## src/design/hts_pkg.sv

```systemverilog
// Shared types and constants of the heightmap triangle height sampler
package hts_pkg;

  typedef struct packed {
    logic               command;
    logic [7:0]         vertex_row;
    logic [7:0]         vertex_col;
    logic signed [15:0] vertex_height;
    logic signed [23:0] pos_x;
    logic signed [23:0] pos_z;
  } in_t;

  typedef struct packed {
    logic signed [15:0] height_out;
    logic               saturated;
  } out_t;

  localparam logic CMD_WRITE = 1'b0;
  localparam logic CMD_QUERY = 1'b1;

  localparam logic [1:0] CFG_ROWS = 2'd0;
  localparam logic [1:0] CFG_COLS = 2'd1;
  localparam logic [1:0] CFG_CELL = 2'd2;

  typedef enum logic {UNIT_DIV, UNIT_MUL} unit_op_t;

  // restoring divide: 42 quotient bits; shift-add multiply: 17 multiplier bits
  localparam logic [5:0] DIV_LAST = 6'd41;
  localparam logic [5:0] MUL_LAST = 6'd16;

  typedef struct packed {
    logic               go;
    unit_op_t           op;
    logic [41:0]        num;
    logic [16:0]        den;
    logic signed [44:0] mcand;
    logic signed [16:0] mplier;
    logic signed [63:0] acc_in;
  } unit_req_t;

  typedef struct packed {
    logic               done;
    logic [41:0]        quot;
    logic               rem_nz;
    logic signed [63:0] acc;
  } unit_rsp_t;

endpackage

```

## src/design/hts_unit.sv

```systemverilog
// Shared iterative unit: restoring divide and shift-add multiply-accumulate on one adder
module hts_unit (
  input  logic                clk,
  input  logic                rst_n,
  input  hts_pkg::unit_req_t  req,
  output hts_pkg::unit_rsp_t  rsp
);

  logic                busy_r;
  logic                done_r;
  hts_pkg::unit_op_t   op_r;
  logic [5:0]          cnt_r;
  logic [63:0]         acc_r;
  logic [41:0]         q_r;
  logic [63:0]         mc_r;
  logic [16:0]         mp_r;
  logic [16:0]         den_r;

  logic [63:0] add_a;
  logic [63:0] add_b;
  logic        add_sub;
  logic [63:0] add_sum;
  logic [17:0] rem_sh;
  logic        last;

  assign rem_sh = {acc_r[16:0], q_r[41]};

  always_comb begin
    if (op_r == hts_pkg::UNIT_DIV) begin
      add_a   = {46'b0, rem_sh};
      add_b   = {47'b0, den_r};
      add_sub = 1'b1;
    end else begin
      add_a   = acc_r;
      add_b   = mc_r;
      add_sub = (cnt_r == hts_pkg::MUL_LAST); // top multiplier bit weighs negative
    end
    add_sum = add_a + (add_b ^ {64{add_sub}}) + {63'b0, add_sub};
  end

  assign last = (op_r == hts_pkg::UNIT_DIV) ? (cnt_r == hts_pkg::DIV_LAST)
                                            : (cnt_r == hts_pkg::MUL_LAST);

  always_ff @(posedge clk) begin
    if (!rst_n) begin
      busy_r <= 1'b0;
      done_r <= 1'b0;
      cnt_r  <= 6'd0;
    end else begin
      done_r <= 1'b0;
      if (!busy_r && req.go) begin
        busy_r <= 1'b1;
        cnt_r  <= 6'd0;
        op_r   <= req.op;
        acc_r  <= (req.op == hts_pkg::UNIT_DIV) ? 64'd0 : req.acc_in;
        q_r    <= req.num;
        den_r  <= req.den;
        mc_r   <= 64'(req.mcand);
        mp_r   <= req.mplier;
      end else if (busy_r) begin
        if (op_r == hts_pkg::UNIT_DIV) begin
          acc_r <= add_sum[63] ? {46'b0, rem_sh} : add_sum;
          q_r   <= {q_r[40:0], ~add_sum[63]};
        end else begin
          if (mp_r[0]) begin
            acc_r <= add_sum;
          end
          mc_r <= {mc_r[62:0], 1'b0};
          mp_r <= {1'b0, mp_r[16:1]};
        end
        if (last) begin
          busy_r <= 1'b0;
          done_r <= 1'b1;
        end else begin
          cnt_r <= cnt_r + 6'd1;
        end
      end
    end
  end

  assign rsp.done   = done_r;
  assign rsp.quot   = q_r;
  assign rsp.rem_nz = |acc_r[16:0];
  assign rsp.acc    = acc_r;

endmodule

```

## config.mk

```make
export PLATFORM = sky130hd
export DESIGN_NAME = hts_unit
export DESIGN_NICKNAME = d
export VERILOG_FILES = /design/src/design/hts_pkg.sv /design/src/design/hts_unit.sv
export SDC_FILE = /design/constraint.sdc
export NUM_CORES = 1
export LEC_CHECK = 0
export ABC_CLOCK_PERIOD_IN_PS = 14300
export BUFFER_PORTS_ARGS = -buffer_cell sky130_fd_sc_hd__buf_2
export CAP_MARGIN = 10
export CORE_MARGIN = 2
export CORE_UTILIZATION = 50
export CTS_CLUSTER_SIZE = 40
export DETAILED_ROUTE_END_ITERATION = 12
export HOLD_SLACK_MARGIN = 0.1
export PLACE_DENSITY = 0.74
export SLEW_MARGIN = 20
export SYNTH_ARGS = -nofsm -noshare
export SYNTH_HDL_FRONTEND = slang
export SYNTH_SLANG_ARGS = --single-unit
```

## constraint.sdc

```tcl
create_clock -name clk -period 14.3 [get_ports clk]
set_input_delay 0.715 -clock clk [delete_from_list [all_inputs] [get_ports clk]]
set_output_delay 0.715 -clock clk [all_outputs]
set_load 0.02 [all_outputs]
```

==> reports/qor.txt, run 1 <==
Die X: 175 µm
VDD IR-drop max: 0.0000987 V
r2r setup slk: 7.85 ns
DR iter-0 viols: 1,051
Worst Skew: 0.0122 ns
Die ar.: 30,500 µm²
GR Overflow Total: 0
DIE HEIGHT: 175 µm
Seq/Total Area, Yosys: 0.434
first-pass GRT wire length: 68,100 µm
# rows: 62
Total Nets Final: 2,129
Syn Inst Count: 1,635
setup ws final: 7.85 ns
postcts setup bufs: 0
number of I/O pins: 297
setup violators final: 0
CTS Sinks: 213
CTS tree: built
DRT Pass-1 Iters: 8
Worst Hold Class: primary input to register
Clock H-tree levels: 1
reg2reg start: cnt_r[2]$_SDFFE_PP0P_
Lkg Pwr: 0.00731 µW
vias in the first global route: 12,737
area leader, netlist: edfxtp_1
detailed placer's ending HPWL: 32,900 µm
final WL: 43,700 µm
Final Power: 2060 µW
area of the core: 28,700 µm²
Slew HR: 0.384
via count: 12,680
max-slew violations: 0
FF+latch count, synth: 213
setup TNS: 0 ns
placed instance count: 2,230
Cell Chain, Critical Path: nor3_1 -> nor2b_4 -> buf_4 -> xnor2_1 -> nand2_1 -> ha_1 -> a21oi_4 -> o21ai_2 -> or2_1 -> o311a_1 -> o221ai_2 -> or2_4 -> nand4b_2 -> nand2_1 -> buf_4 -> o221ai_1
number of buffers created by CTS: 25
clk slew on worst S/H paths: 0.06 ns
synth top area cells: edfxtp_1, nand2_1, ha_1, xnor2_1, o21ai_0
crit-path max FO: 45
CP max stage cell: nand2_1
gr usage total: 0.280
vias per cell: 5.56
slowest stage delay, CP: 0.91 ns
Routed Antenna Nets: 0
Post-CTS Hold Fix Bufs: 0
Tcrit/Tclk final: 0.451
outcome: completed
Initial Utilization: 0.507
share of cells above drive strength 1: 0.210
Critical Path Sink: acc_r[15]$_DFFE_PP_
Post-Syn Nets: 1,891
most common cell after layout, fill and taps aside: nand2_1
most frequent cells in the layout: nand2_1, buf_2, edfxtp_1
initial antenna violation count: 6
P&R area growth vs syn: 17.2%
CP Data Required Time: 14.55 ns
Max clock buf depth: 3
Reg2Reg Depth: 16
routability cong.: 0.937
WS Path Type: register to register
number of enable flip-flop cells after synthesis: 205
critical path startpoint category: register
ys flop type: edfxtp_1
maximum clock frequency: 0.155 GHz
worst slew pin tran: 0.924 ns
pre-CTS setup slack: 7.79 ns
I/O Buffers: 296
asr flop ratio synth: 0
PwrDens: 121 nW/µm²
largest net degree at the start of global routing: 82
Wirelength per Cell: 19.2 µm
Crit. End Element: register
CP startpoint: cnt_r[2]$_SDFFE_PP0P_
synthesized cell area: 14,500 µm²
unrepaired setup endpoints after global routing: no
post-route non-filler standard cell count: 2,280
Fin. Hold Viols: 0
worst skew pair latency: 0.54 ns
post-CTS sizing: 0
drc violations: 0
number of synthesis warnings: 0
Final min period: 6.45 ns
CP arrival: 6.70 ns
CTS Root Cell: clkbuf_16
RR Endpoint: acc_r[15]$_DFFE_PP_
MaxCap Viol Count: 0
post-synth top area share: 0.423
post-synthesis cell type count: 77
Avg Synthesized Cell Area: 8.90 µm²
-- worst min path at each step --
stage / from / to / slack [ns] / cells after the start
detailed placement: mp_r[10]$_DFFE_PP_ / mp_r[9]$_DFFE_PP_ / 0.50 / 2
global placement: mp_r[1]$_DFFE_PP_ / mp_r[0]$_DFFE_PP_ / 0.50 / 2
CTS: req[138] / den_r[12]$_DFFE_PP_ / 0.33 / 1
floorplan: mp_r[1]$_DFFE_PP_ / mp_r[0]$_DFFE_PP_ / 0.49 / 2
global route: req[129] / den_r[3]$_DFFE_PP_ / 0.33 / 1
finish: req[132] / den_r[6]$_DFFE_PP_ / 0.35 / 1
-- area by class of cell --
class,count,area (µm²)
fillers,2601,11700
multi-input cells,1310,7780
flip-flops and latches,213,6320
repair buffers,308,1580
clock buffers,30,654
well taps,384,480
clock inverters,16,173
inverters,15,56.3
diodes,4,10.0
-- state kept, by name, indices dropped and copies added, names as in the netlist --
name and cells:
busy_r 1, mc_r 64, mp_r 17, done_r 1, den_r 17, acc_r 64, q_r 42, op_r 1
cnt_r 6
-- critical path: cells and delay by family (launching register included) --
kind	cells	cell delay, ns
and+or+nand+nor	7	2.98
DFF	1	0.35
AOI/OAI and AO/OA	5	1.01
buffers and inverters	2	1.06
xor gates and xnor gates	1	0.19
adders and majority gates	1	0.45
-- where the power goes --
group / total, µW / switching (µW) / internal [µW]
clock network: 648 / 265 / 383
registers: 799 / 38.0 / 761
logic: 610 / 383 / 228
-- cell families (layout without fill, tap and decap cells) --
kind of cell | Yosys count | count (layout) | synth area share
compound gates | 313 | 313 | 0.138
simple gates | 751 | 751 | 0.222
other cells | 0 | 4 | 0
flops | 213 | 213 | 0.434
mux | 48 | 48 | 0.0345
xor+xnor | 131 | 131 | 0.0789
fa+ha+maj | 67 | 67 | 0.0581
buf+inv | 112 | 369 | 0.0345
-- synth_stat cells, types with 8 or more instances --
library cell and count:
mux2i_1 31, clkbuf_1 63, nand3_1 12, dfxtp_1 8, mux2_2 17, nor3_1 16, o21a_1 16, edfxtp_1 205
and2_1 51, a21o_1 22, nor2_1 61, o21ai_1 12, a21oi_2 8, a21oi_1 78, nand4_1 31, o21ai_0 91
xnor2_1 91, nand2_1 529, buf_1 8, xor2_1 40, o211ai_1 10, and3_1 9, ha_1 66, inv_1 15
buf_2 13
-- per-layer routing --
| metal | global-route usage | vias up | wire, µm |
|---|---|---|---|
| li1 | - | 6201 | - |
| met3 | 0.0690 | 69 | 3360 |
| met2 | 0.476 | 443 | 20600 |
| met4 | 0.0733 | 6 | 1170 |
| met5 | 0 | - | 32 |
| met1 | 0.358 | 5961 | 18500 |
-- stage by stage --
| step | utilization | cell area, µm² | hold WS (ns) |
|---|---|---|---|
| finish | 0.594 | 17000 | 0.351 |
| global route | 0.594 | 17000 | 0.329 |
| CTS | 0.594 | 17000 | 0.333 |
| detailed placement | 0.565 | 16200 | 0.504 |
| global placement | 0.565 | 16200 | 0.498 |
| floorplan | - | 14500 | 0.491 |
(Power assumes the default switching activity.)
==> inputs of run 2 (changes only) <==
--- a/config.mk
+++ b/config.mk
@@ -5,7 +5,7 @@
 export SDC_FILE = /design/constraint.sdc
 export NUM_CORES = 1
 export LEC_CHECK = 0
-export ABC_CLOCK_PERIOD_IN_PS = 14300
+export ABC_CLOCK_PERIOD_IN_PS = 5500
 export BUFFER_PORTS_ARGS = -buffer_cell sky130_fd_sc_hd__buf_2
 export CAP_MARGIN = 10
 export CORE_MARGIN = 2
@@ -13,7 +13,7 @@
 export CTS_CLUSTER_SIZE = 40
 export DETAILED_ROUTE_END_ITERATION = 12
 export HOLD_SLACK_MARGIN = 0.1
-export PLACE_DENSITY = 0.74
+export PLACE_DENSITY = 0.77
 export SLEW_MARGIN = 20
 export SYNTH_ARGS = -nofsm -noshare
 export SYNTH_HDL_FRONTEND = slang
==> constraint.sdc (replaced) <==
create_clock -name clk -period 5.5 [get_ports clk]
set_input_delay 0.275 -clock clk [delete_from_list [all_inputs] [get_ports clk]]
set_output_delay 0.275 -clock clk [all_outputs]
set_load 0.02 [all_outputs]
==> run 2 against run 1 <==
Effect of this change:
- fmax increased by 32%
- non-clock buffer count rose by 194
- final cell count grew 8.2%
- hold slack got worse by 0.23 ns
- wire length is 6.1% higher
- via count up 9.2%
- combinational power rose to 2.8 times the previous value
- register-to-register slack worse by 7.2 ns
- sequential cell count is the same
- die area did not move
- first-iteration DRC count decreased by 3.5%
- clock skew rose by 0.0045 ns
- critical path type unchanged
- critical endpoint is now acc_r[45]$_DFFE_PP_
- largest cell class unchanged
- highest routed layer unchanged
==> reports/qor.txt, run 2 (synthesized netlist as in run 1, its figures left out) <==
clk slew on worst S/H paths: 0.06 ns
initial antenna violation count: 1
CTS Sinks: 213
WS Path Type: register to register
vias per cell: 5.61
Total Nets Final: 2,323
CP arrival: 5.14 ns
number of I/O pins: 297
Worst Skew: 0.0167 ns
maximum clock frequency: 0.205 GHz
Final min period: 4.88 ns
share of cells above drive strength 1: 0.195
outcome: completed
detailed placer's ending HPWL: 31,300 µm
I/O Buffers: 296
most common cell after layout, fill and taps aside: nand2_1
setup TNS: 0 ns
crit-path max FO: 20
VDD IR-drop max: 0.000190 V
setup violators final: 0
Lkg Pwr: 0.00811 µW
DRT Pass-1 Iters: 7
critical path startpoint category: register
area of the core: 28,700 µm²
final WL: 46,300 µm
Top Registers: acc_r x64, mc_r x64, q_r x42
antenna fix cells: 0
Slew HR: 0.283
Crit. End Element: register
via count: 13,849
CTS Root Cell: clkbuf_16
max-slew violations: 0
Final Core Density: 0.660
gr usage total: 0.296
Max clock buf depth: 3
P&R area growth vs syn: 30.2%
GR Overflow Total: 0
CP Data Required Time: 5.76 ns
post-CTS sizing: 0
CTS tree: built
Initial Utilization: 0.507
vias in the first global route: 13,886
Tcrit/Tclk final: 0.887
Wirelength per Cell: 18.8 µm
worst slew pin tran: 1.08 ns
PwrDens: 284 nW/µm²
most frequent cells in the layout: nand2_1, buf_2, edfxtp_1
MaxCap Viol Count: 0
first-pass GRT wire length: 72,700 µm
routability cong.: 0.963
Die ar.: 30,500 µm²
unrepaired setup endpoints after global routing: no
Die X: 175 µm
drc violations: 0
Fin. Hold Viols: 0
Worst Hold Class: primary input to register
number of buffers created by CTS: 25
# rows: 62
DIE HEIGHT: 175 µm
Clock H-tree levels: 1
largest net degree at the start of global routing: 97
worst skew pair latency: 0.55 ns
DR iter-0 viols: 1,014
Routed Antenna Nets: 0
run 2: cell count changes in the layout (fill, tap and decap cells not counted), moves of 2 or more:
cell           delta
bufinv_16         -2
diode_2           -4
buf_12            +3
dlygate4sd3_1   +184
buf_4             +6
clkbuf_1          -2
clkinv_2          +2
run 2: area by class of cell:
class	count	area (µm²)
Multi-Input combinational cell	1310	7780
Clock buffer	27	633
Clock inverter	17	114
Sequential cell	213	6320
Timing Repair Buffer	502	3550
Tap cell	384	480
Fill cell	2212	9770
Inverter	15	56.3
run 2: path summary, 6_finish.rpt:
path | startpoint | to | slack, ns | cells after the start
max reg2reg | cnt_r[2]$_SDFFE_PP0P_ | acc_r[45]$_DFFE_PP_ | 0.62 | 17
min | req[143] | q_r[0]$_DFFE_PP_ | 0.12 | 3
max | cnt_r[2]$_SDFFE_PP0P_ | acc_r[45]$_DFFE_PP_ | 0.62 | 17
min reg2reg | mp_r[9]$_DFFE_PP_ | mp_r[8]$_DFFE_PP_ | 0.52 | 2
run 2: layer usage:
metal  wire, µm  track usage  vias up
li1           -            -     6587
met1      18600        0.373     6452
met2      22000        0.505      690
met3       3920       0.0570      118
met4       1790        0.113        2
met5         11            0        -
run 2: critical path, stage by stage, from the launching register on:
cell and delay, ns:
dfxtp_1 0.35, nor3_1 0.26, nor2b_4 0.72, buf_4 0.45
buf_4 0.24, xnor2_1 0.12, nand2_1 0.07, ha_1 0.41
a211oi_1 0.28, o211ai_1 0.13, a41oi_1 0.32, nand3b_1 0.13
o221ai_2 0.19, or2_4 0.17, nand4b_2 0.13, nand2_1 0.12
buf_4 0.27, o21ai_0 0.19
run 2: timing repair:
item                                   in CTS  in global routing
hold buffers                              184                  0
buffers inserted                            0                  0
endpoints found under the hold margin     186                  0
run 2: metrics by stage:
step | std cells | cell area [µm²] | worst slack [ns] | hold WS [ns] | total power, µW
after floorplan | 1635 | 14500 | 0.218 | 0.374 | 3210
after global placement | 2238 | 16300 | 0.662 | 0.454 | 3630
after detailed placement | 2240 | 16300 | 0.717 | 0.454 | 3660
after CTS | 2468 | 18900 | 0.687 | 0.111 | 5320
after global routing | 2468 | 18900 | 0.235 | 0.187 | 5600
final | 2468 | 18900 | 0.621 | 0.124 | 5370
run 2: power by group:
group	internal [µW]	switching, µW	leakage, µW	total [µW]
clock	874	711	0.000364	1590
combinational	686	1020	0.00574	1710
sequential	1980	99.8	0.00201	2080
total	3540	1830	0.00811	5370
